===== src/design/abb_pkg.sv =====
// Shared types and codes for the box broadphase table.
package abb_pkg;

    localparam int SLOT_W = 6;
    localparam int STAT_W = 2;
    localparam int OP_W   = 3;

    typedef enum logic [OP_W-1:0] {
        OP_CREATE  = 3'd0,
        OP_DESTROY = 3'd1,
        OP_SET     = 3'd2,
        OP_TEST    = 3'd3,
        OP_SWEEP   = 3'd4
    } abb_op_t;

    localparam logic [STAT_W-1:0] STAT_OK      = 2'd0;
    localparam logic [STAT_W-1:0] STAT_FULL    = 2'd1;
    localparam logic [STAT_W-1:0] STAT_NO_PAIR = 2'd2;
    localparam logic [STAT_W-1:0] STAT_BAD     = 2'd3;

    typedef struct packed {
        logic [STAT_W-1:0] status;
        logic [SLOT_W-1:0] new_slot;
        logic [SLOT_W-1:0] pair_first;
        logic [SLOT_W-1:0] pair_second;
        logic              overlaps;
        logic              last;
    } abb_res_t;

    typedef struct packed {
        logic wr;
        logic rd;
        logic hold_ref;
    } abb_box_ctl_t;

    typedef struct packed {
        logic fs_rd;
        logic fs_wr;
        logic al_rd;
        logic al_wr;
    } abb_list_ctl_t;

endpackage


===== src/design/abb_slot_lists.sv =====
// Free-slot stack and dense active list memories.
module abb_slot_lists #(
    parameter int MAX_BOXES = 64
) (
    input  logic                         aclk,
    input  logic                         aresetn,
    input  abb_pkg::abb_list_ctl_t       ctl,
    input  logic [$clog2(MAX_BOXES)-1:0] fs_addr,
    input  logic [$clog2(MAX_BOXES)-1:0] fs_wr_data,
    output logic [$clog2(MAX_BOXES)-1:0] fs_rd_data,
    input  logic [$clog2(MAX_BOXES)-1:0] al_rd_addr,
    input  logic [$clog2(MAX_BOXES)-1:0] al_wr_addr,
    input  logic [$clog2(MAX_BOXES)-1:0] al_wr_data,
    output logic [$clog2(MAX_BOXES)-1:0] al_rd_data
);
    import abb_pkg::*;

    localparam int IDX_W = $clog2(MAX_BOXES);
    localparam int CNT_W = IDX_W + 1;

    logic [IDX_W-1:0] fs_mem [MAX_BOXES];
    logic [IDX_W-1:0] al_mem [MAX_BOXES];
    logic [IDX_W-1:0] fs_rd_reg;
    logic [IDX_W-1:0] al_rd_reg;
    logic [CNT_W-1:0] fill_reg;
    logic [CNT_W-1:0] fill_next;
    logic             fs_seen;

    assign fs_seen = CNT_W'(fs_addr) < fill_reg;

    always_comb begin
        fill_next = fill_reg;
        if (ctl.fs_rd && !fs_seen) begin
            fill_next = CNT_W'(fs_addr) + CNT_W'(1);
        end
    end

    always_ff @(posedge aclk) begin
        if (!aresetn) begin
            fill_reg <= '0;
        end else begin
            fill_reg <= fill_next;
        end
    end

    always_ff @(posedge aclk) begin
        if (ctl.fs_wr) begin
            fs_mem[fs_addr] <= fs_wr_data;
        end
        if (ctl.fs_rd) begin
            fs_rd_reg <= fs_seen ? fs_mem[fs_addr] : fs_addr;
        end
        if (ctl.al_wr) begin
            al_mem[al_wr_addr] <= al_wr_data;
        end
        if (ctl.al_rd) begin
            al_rd_reg <= al_mem[al_rd_addr];
        end
    end

    assign fs_rd_data = fs_rd_reg;
    assign al_rd_data = al_rd_reg;

endmodule


===== config.mk =====
export PLATFORM = sky130hd
export DESIGN_NAME = abb_slot_lists
export DESIGN_NICKNAME = d
export VERILOG_FILES = /design/src/design/abb_pkg.sv /design/src/design/abb_slot_lists.sv
export SDC_FILE = /design/constraint.sdc
export NUM_CORES = 1
export LEC_CHECK = 0
export BUFFER_PORTS_ARGS = -buffer_cell sky130_fd_sc_hd__buf_4
export CAP_MARGIN = 40
export CORE_UTILIZATION = 50
export DETAILED_ROUTE_END_ITERATION = 10
export PLACE_DENSITY = 0.78
export SYNTH_ARGS = -nofsm -noshare
export SYNTH_HDL_FRONTEND = slang
export SYNTH_SLANG_ARGS = --single-unit

===== constraint.sdc =====
create_clock -name aclk -period 3.5 [get_ports aclk]
set_input_delay 0.7 -clock aclk [delete_from_list [all_inputs] [get_ports aclk]]
set_output_delay 0.7 -clock aclk [all_outputs]
set_load 0.005 [all_outputs]

# After elaboration in Yosys (flattened, before gate mapping)
# Memory sizes are Yosys's and may differ from the RTL's. A register that Yosys moved wholly into a read port is not among the register bits.
# Index checks and enable logic that the tools add are counted.
dict set report op_classes {
  n_addsub 1
  order_cmp 1
  mux 5
  n_reduce_logical 2
}
# operator n
set ops {}
lappend ops {{$add 6x1->7 const B} 1}
lappend ops {{$lt 6x7->1} 1}
lappend ops {{$mux 6} 1}
lappend ops {{$mux 1} 4}
lappend ops {{$logic_and 1x1->1} 1}
lappend ops {{$logic_not 1->1} 1}
dict set report totals {
  reg_bits 13
  ramBits 768
  input_bits 36
  out_inout_bits 12
  word_cells 13
  n_memories 2
}
# memory words width read_ports rd_ports_with_merged_regs wr line
set mem_list {}
lappend mem_list {al_mem 64 6 1 1 1 abb_slot_lists.sv:22} ;# logic [IDX_W-1:0] al_mem [MAX_BOXES];
lappend mem_list {fs_mem 64 6 1 0 1 abb_slot_lists.sv:21} ;# logic [IDX_W-1:0] fs_mem [MAX_BOXES];

# Logic depth before layout (Yosys ltp)
# Gate-level depths: netlist (run 1).
dict set report depth {
  depth_word 3
  ltp_mapped 10
  depth_no_buf 8
}

# Least setup slack after synthesis (run 1)
# Ideal clock, no wire load.
dict set report synth_timing {
  path_kind {input -> register}
  startpoint {in al_rd_addr[0]}
  endpoint {reg al_rd_reg[0] (netlist: al_rd_data[0]), read port of al_mem (data pin)}
  setup_time_ns 0.259
  arrival_time_ns 2.413
  setup_slack_ns 0.828
  path_stages 8
  path_buffers 3
  cell_sequence {buf_6 buf_2 buf_2 mux4_2 a211oi_1 o21ai_0 o2111ai_1 nand2_1}
}
# element line
set synth_lines {}
lappend synth_lines {{start: declaration} abb_slot_lists.sv:11} ;# input logic [$clog2(MAX_BOXES)-1:0] al_rd_addr,
lappend synth_lines {{end: declaration} abb_slot_lists.sv:24} ;# logic [IDX_W-1:0] al_rd_reg;

# Final worst setup path (run 1)
dict set report layout_timing {
  startpoint {in fs_addr[1]}
  endpoint {mem fs_mem[23][4] (netlist bit) (enable)}
}
# element line
set layout_lines {}
lappend layout_lines {{start: declaration} abb_slot_lists.sv:8} ;# input logic [$clog2(MAX_BOXES)-1:0] fs_addr,
lappend layout_lines {{end: declaration} abb_slot_lists.sv:21}
# No word-level cell before the write port.

==> results of run 1 <==
how the worst min path moves through the flow:
stage / startpoint / to / slack, ns / depth (start not counted)
floorplan: fill_reg[1] / fill_reg[1] / 0.46 / 2
global placement: fill_reg[1] / fill_reg[1] / 0.48 / 2
detailed placement: fill_reg[3] / fill_reg[3] / 0.50 / 2
CTS: aresetn / fill_reg[6] / 0.26 / 2
global route: aresetn / fill_reg[6] / 0.30 / 2
finish: aresetn / fill_reg[6] / 0.29 / 2
cells in the mapped netlist (all sizes together), types with 3 or more instances:
| cell type | instances |
|---|---|
| or3 | 3 |
| a21oi | 30 |
| nand2 | 37 |
| nand3b | 5 |
| o21ai | 23 |
| inv | 11 |
| a22oi | 40 |
| mux4 | 148 |
| ha | 6 |
| a211oi | 16 |
| nor3 | 3 |
| xor2 | 3 |
| o211ai | 6 |
| nand3 | 20 |
| nor2b | 16 |
| a32oi | 7 |
| or2 | 3 |
| a221o | 3 |
| and2 | 5 |
| a221oi | 30 |
| edfxtp | 780 |
| clkbuf | 48 |
| o22ai | 13 |
| a22o | 7 |
| buf | 49 |
| o2bb2ai | 6 |
| a211o | 3 |
| and3 | 5 |
| a41oi | 3 |
| o2111ai | 4 |
| a21o | 3 |
| dfxtp | 7 |
| mux2 | 31 |
| nor3b | 3 |
| mux2i | 48 |
| nor2 | 165 |
kinds of logic (layout without fill, tap and decap cells):
logic type	after synthesis	in the layout	synth area share
xor gates and xnor gates	4	4	0.00113
AOI/OAI and AO/OA	203	203	0.0474
muxes	227	227	0.134
adders and majority gates	6	6	0.00242
buffers and inverters	108	262	0.0169
DFF	787	787	0.759
and+or+nand+nor	273	273	0.0385
layer usage:
| layer | track usage | share of wire |
|---|---|---|
| met5 | 0 | 0 |
| met4 | 0.0944 | 0.041 |
| met3 | 0.0587 | 0.11 |
| met2 | 0.359 | 0.48 |
| met1 | 0.312 | 0.37 |
through the flow:
| stage | hold slack (ns) | worst slack [ns] |
|---|---|---|
| after floorplan | 0.460 | 0.828 |
| after global placement | 0.481 | 0.342 |
| after detailed placement | 0.500 | 0.307 |
| after CTS | 0.262 | 0.944 |
| after global routing | 0.295 | 0.809 |
| final | 0.292 | 0.899 |
report_power, final:
part           switching, mW  total [mW]  internal [mW]
logic                  0.701        1.13          0.428
registers             0.0446        10.5           10.5
clock network           3.47        8.09           4.62
final cells by class:
class,count,area [um^2]
Inverter,11,41.3
Tap cell,782,978
Sequential cell,787,23600
Clock inverter,48,452
Timing Repair Buffer,115,955
Fill cell,4308,25900
Multi-Input combinational cell,713,6940
Clock buffer,88,1990
==> impl_results.md, run 1 <==
* Cell family with most CP delay: buffers and inverters
* Slew Limit Fails at 0
* Ys async rst share at 0
* Final period util at 0.743
* Crit path from: fs_addr[1]
* Sequential element share of the synthesized area at 0.759
* RSZ-0062 raised after global routing: false
* Reg-to-Reg Start: fill_reg[4]
* CTS Buf Count at 77
* R2R Setup Slk at 1.17 ns
* Kind of critical path: input port to register
* Core Util, Final at 0.574
* Vias in the first global route at 16300
* Final net count at 1747
* Layout area overhead at 12.5%
* Residual DRC count at 0
* CTS resizes at 0
* Number of flops mapped to enable cells by yosys at 780
* CP Buf/Inv Count at 3
* I/O Pins at 48
* Min cycle time layout at 2.60 ns
* Area post-placement at 32500 um^2
* Initial drt markers at 2092
* Crit path capture type: register
* Worst skew pair latency at 0.64 ns
* Worst path arrival time at 2.87 ns
* Min-Delay Path Class: input port to register
* Row count at 90
* Vias per inst at 6.42
* DR pass1 iterations at 6
* DP Wirelength at 43.6 mm
* Fmax achieved at 0.384 GHz
* Die W at 251 um
* First-pass GRT wire length at 107 mm
* Avg WL per Cell at 28.1 um
* Setup violations, final at 0
* Placed Cells at 2408
* Crit-path slowest cell: nor2_1
* CTS tree: yes
* Final hold vios at 0
* Post-route setup TNS at 0 ns
* Clock-pin slew reported for the worst setup and hold paths after clock tree synthesis at 0.06 ns
* Status: finished clean
* Final Skew at 0.0514 ns
* Most frequent cells in the layout: edfxtp_1 (780), nor2_1 (165), mux4_2 (148), buf_4 (107), clkbuf_16 (78)
* Total grt overflow at 0
* Area share of the largest cell type after synthesis at 0.755
* Max incr delay on CP at 0.51 ns
* CTS Hold Buffers Added at 0
* Avg Inst Size Synth at 19.3 um^2
* WP depth at 5
* Chip height at 251 um
* Data required time of the worst path at 3.77 ns
* Setup crit end: fs_mem[23][4]
* Ys flop type: edfxtp_1
* Layout cell share with drive strength beyond 1 at 0.230
* Area leader, netlist: edfxtp_1
* Flops & latches, synth at 787
* Pwr per Cell Area at 565 nW/um^2
* Core Region at 60800 um^2
* Worst slew pin tran at 0.977 ns
* Initial antenna violation count at 0
* Peak supply drop at 535 uV
* GPL Wtd Cong at 0.957
* Die ar. at 63000 um^2
* Post-Layout Cell Count at 2544
* Max Cap Viol at 0
* Syn_nets at 1650
* Most common cell after layout, fill and taps aside: edfxtp_1
* Cell area after layout at 34900 um^2
* Clk sink count at 787
* Port-buffer cells at 47
* Overall power at 19.7 mW
* Routed via count at 16300
* Syn Inst Count at 1608
* Post-CTS Setup Inserts at 0
* H-tree depth reported by CTS at 3
* Most used cell along the critical path: buf_4
* CP Launch Type: input port
* Synth warn at 0
* Post-Syn Area at 31000 um^2
* Yosys cell types at 53
* Synth area leaders: edfxtp_1 (75%), mux4_2 (11%), nor2_1 (2.0%)
* Leakage at 11.0 nW
* Worst reg2reg endpoint: fs_rd_data[1]
* Antenna diodes at 0
* CTS Root Cell: clkbuf_16
* GR Util All Layers at 0.230
* Largest net degree at the start of global routing at 65
* Worst Path Max Fanout at 40
* Worst reg2reg path depth at 8
* Largest buffer count on any clock path at 3
* Antenna Violating Nets Remaining at 0
* Post-Route WL at 71.5 mm
* Worst path cell trace: buf_4 -> buf_12 -> nand3_1 -> buf_4 -> nor2_1
* Max_slew headroom at 0.347
* Initial Util at 0.510
Power figures use the tool's default switching activity.
==> inputs of run 2 (changes only) <==
Settings changed: ABC_AREA set to 1, PLACE_DENSITY 0.78 to 0.8.
Clock period 3.5 ns to 2.3 ns, I/O delays scaled along.
==> impl_results.md, run 2 <==
* Status: finished clean
* Row count at 93 (+3.3%)
* Hold Path Sink: fill_reg[6]
* Yosys cell types at 28 (-47%)
* CP Launch Type: register
* Clk sink count at 787 (unchanged)
* Worst reg2reg endpoint: fill_reg[2]
* Post-CTS Setup Inserts at 0 (unchanged)
* Final Skew at 0.0430 ns (-0.00838 ns)
* RSZ-0062 raised after global routing: false
* I/O Pins at 48 (unchanged)
* Final period util at 0.836
* First-pass GRT wire length at 123 mm (+15%)
* Min cycle time layout at 1.92 ns
* H-tree depth reported by CTS at 3 (unchanged)
* Port-buffer cells at 47 (unchanged)
* Worst reg2reg path depth at 10 (+2)
* Chip height at 259 um (+3.1%)
* Max Cap Viol at 0 (unchanged)
* Dpl ws at 0.0420 ns (-0.265 ns)
* CTS resizes at 0 (unchanged)
* Peak supply drop at 664 uV (+24%)
* Synth Area in Compound Gates at 0.0169 (-0.0304)
* R2R Setup Slk at 0.38 ns (-0.79 ns)
* Synth area leaders: edfxtp_1 (71%), nand2_1 (17%), nand3_1 (4.5%)
* Post-Synth XOR/XNOR Area at 0.000796 (-0.000333)
* Antenna diodes at 0 (unchanged)
* Initial antenna violation count at 0 (unchanged)
* Main combinational cell family by area after synthesis: simple AND/OR/NAND/NOR gates
* CTS Buf Count at 79 (+2.6%)
* Post-route setup TNS at 0 ns (unchanged)
* Worst Path Max Fanout at 11 (-73%)
* Setup violations, final at 0 (unchanged)
* Min-Delay Path Class: input port to register
* Cell area after layout at 38000 um^2 (+9.0%)
* Worst Hold Path Cells at 2 (unchanged)
* Antenna Violating Nets Remaining at 0 (unchanged)
* Flops & latches, synth at 787 (unchanged)
* Count leader, synth: nand2_1
* Final net count at 3286 (+88%)
* Clock-pin slew reported for the worst setup and hold paths after clock tree synthesis at 0.06 ns (about the same)
* Ys async rst share at 0 (unchanged)
* Final hold vios at 0 (unchanged)
* Vias in the first global route at 22400 (+37%)
* Data required time of the worst path at 2.83 ns (-0.94 ns)
* Largest net degree at the start of global routing at 83 (+28%)
* Leakage at 15.0 nW (+36%)
* Area share of the largest cell type after synthesis at 0.710 (-0.0454)
* Worst slew pin tran at 0.813 ns (-0.164 ns)
* Avg WL per Cell at 19.0 um (-32%)
* Number of flops mapped to enable cells by yosys at 780 (unchanged)
* Post-synthesis adder-cell area fraction at 0.00227 (-0.000145)
* GR Util All Layers at 0.238 (+0.00719)
* Die ar. at 67000 um^2 (+6.3%)
* Setup WS post-layout at 0.377 ns (-0.521 ns)
* Worst skew pair latency at 0.65 ns (about the same)
* Slew Limit Fails at 0 (unchanged)
* Die W at 259 um (+3.1%)
* Area leader, netlist: edfxtp_1
* Pwr per Cell Area at 821 nW/um^2 (+45%)
* Ys flop type: edfxtp_1
* Min-delay src: aresetn
* DR pass1 iterations at 6 (unchanged)
* Total grt overflow at 0 (unchanged)
* Residual DRC count at 0 (unchanged)
* Syn Inst Count at 3093 (+92%)
* Largest buffer count on any clock path at 3 (unchanged)
* Synth warn at 0 (unchanged)
* Most frequent cells in the layout: nand2_1 (1453), edfxtp_1 (780), nand3_1 (297), buf_4 (205), nor2_1 (177)
* Most common cell after layout, fill and taps aside: nand2_1
* Max_slew headroom at 0.458 (+0.112)
* Mux share of post-synthesis cell area at 0 (-0.134)
* Post-Syn Area at 33000 um^2 (+6.4%)
* GPL Wtd Cong at 0.920 (-3.9%)
* DP Wirelength at 47.5 mm (+9.0%)
* Synth cell count leaders: nand2_1 (1453), edfxtp_1 (780), nand3_1 (297)
* Post-Route WL at 79.1 mm (+11%)
* Layout cell share with drive strength beyond 1 at 0.107 (-0.122)
* Avg Inst Size Synth at 10.7 um^2 (-45%)
* Syn_nets at 3135 (+90%)
* Routed via count at 23100 (+41%)
* Post-Synth Simple-Gate Area at 0.235 (+0.197)
* Fmax achieved at 0.520 GHz
* Reg-to-Reg Start: fill_reg[2]
* Layout area overhead at 15.2%
* CTS Root Cell: clkbuf_16
* Vias per inst at 5.55 (-14%)
* Sequential element share of the synthesized area at 0.714 (-0.0457)
* Area post-placement at 35400 um^2 (+8.9%)
* Kind of critical path: register to register
* Core Region at 64800 um^2 (+6.6%)
* CTS Hold Buffers Added at 0 (unchanged)
* CTS tree: yes
* Initial Util at 0.509 (-0.000911)
* Initial drt markers at 2565 (+23%)
* Worst path arrival time at 2.46 ns (-0.41 ns)
* Crit path capture type: register
[run 2: cell count changes after synthesis, moves of 13 or more]
cell      change
buf_2        +66
o21ai_0      +25
buf_1        +22
clkbuf_1     -13
nand3_1     +277
a221oi_1     -30
inv_1        +62
mux2i_1      -48
a22oi_1      -40
mux4_2      -148
a211oi_1     -16
mux2_2       -31
nor2b_1      -16
nand2_1    +1416
[run 2: logic make-up after synthesis]
group | Yosys count
AO/OA/AOI/OAI | 105
XOR/XNOR | 3
adder cells (fa/ha/maj) | 6
buffers and inverters | 239
flip-flops | 787
AND/OR/NAND/NOR | 1953
[run 2: how the worst max path moves through the flow]
stage	startpoint	end	slack [ns]
final	fill_reg[2]	fill_reg[2]	0.38
after global routing	fill_reg[2]	fill_reg[2]	0.27
after CTS	fill_reg[2]	fill_reg[2]	0.41
after detailed placement	al_rd_addr[1]	al_rd_data[2]	0.04
after global placement	al_rd_addr[1]	al_rd_data[2]	0.07
after floorplan	fs_addr[3]	fs_mem[32][0]	0.18
[run 2: layout make-up]
class | instances | area [um^2]
sequential | 787 | 23600
clock inverter | 49 | 648
fill | 4889 | 26800
tap | 855 | 1070
inverter | 80 | 308
multi-input combinational | 2067 | 8420
timing repair buffer | 229 | 2000
clock buffer | 94 | 2030
[run 2: per-stage QoR]
stage | hold slack (ns) | util | instances | total power [mW]
floorplan | 0.433 | - | 3093 | 17.4
global placement | 0.446 | 0.546 | 4018 | 18.2
detailed placement | 0.451 | 0.546 | 4018 | 18.3
CTS | 0.0885 | 0.587 | 4161 | 31.3
global route | 0.0997 | 0.587 | 4161 | 32.0
finish | 0.117 | 0.587 | 4161 | 31.2
[run 2: where the power goes]
part / switching (mW) / total [mW] / internal [mW] / leakage (nW)
Combinational: 1.46 / 2.07 / 0.610 / 6.61
Sequential: 0.0584 / 16.0 / 15.9 / 7.09
Clock: 5.53 / 13.2 / 7.66 / 1.29
[run 2: metal layers]
metal  share of wire  global-route usage  up-vias
met5               0                   0        -
met4           0.035               0.102        0
met3           0.092              0.0393      211
met2            0.49               0.393     1269
met1            0.38               0.311    10900
li1                -                   -    10700
[run 2: critical path, stage by stage (launching register included)]
cell and delay, ns:
dfxtp_1 0.33, inv_1 0.05, ha_1 0.28, a21oi_1 0.13, nand2_1 0.07, nand2_1 0.06
nand3_1 0.15, nand2_1 0.34, inv_1 0.15, o21ai_0 0.18, a21oi_1 0.06
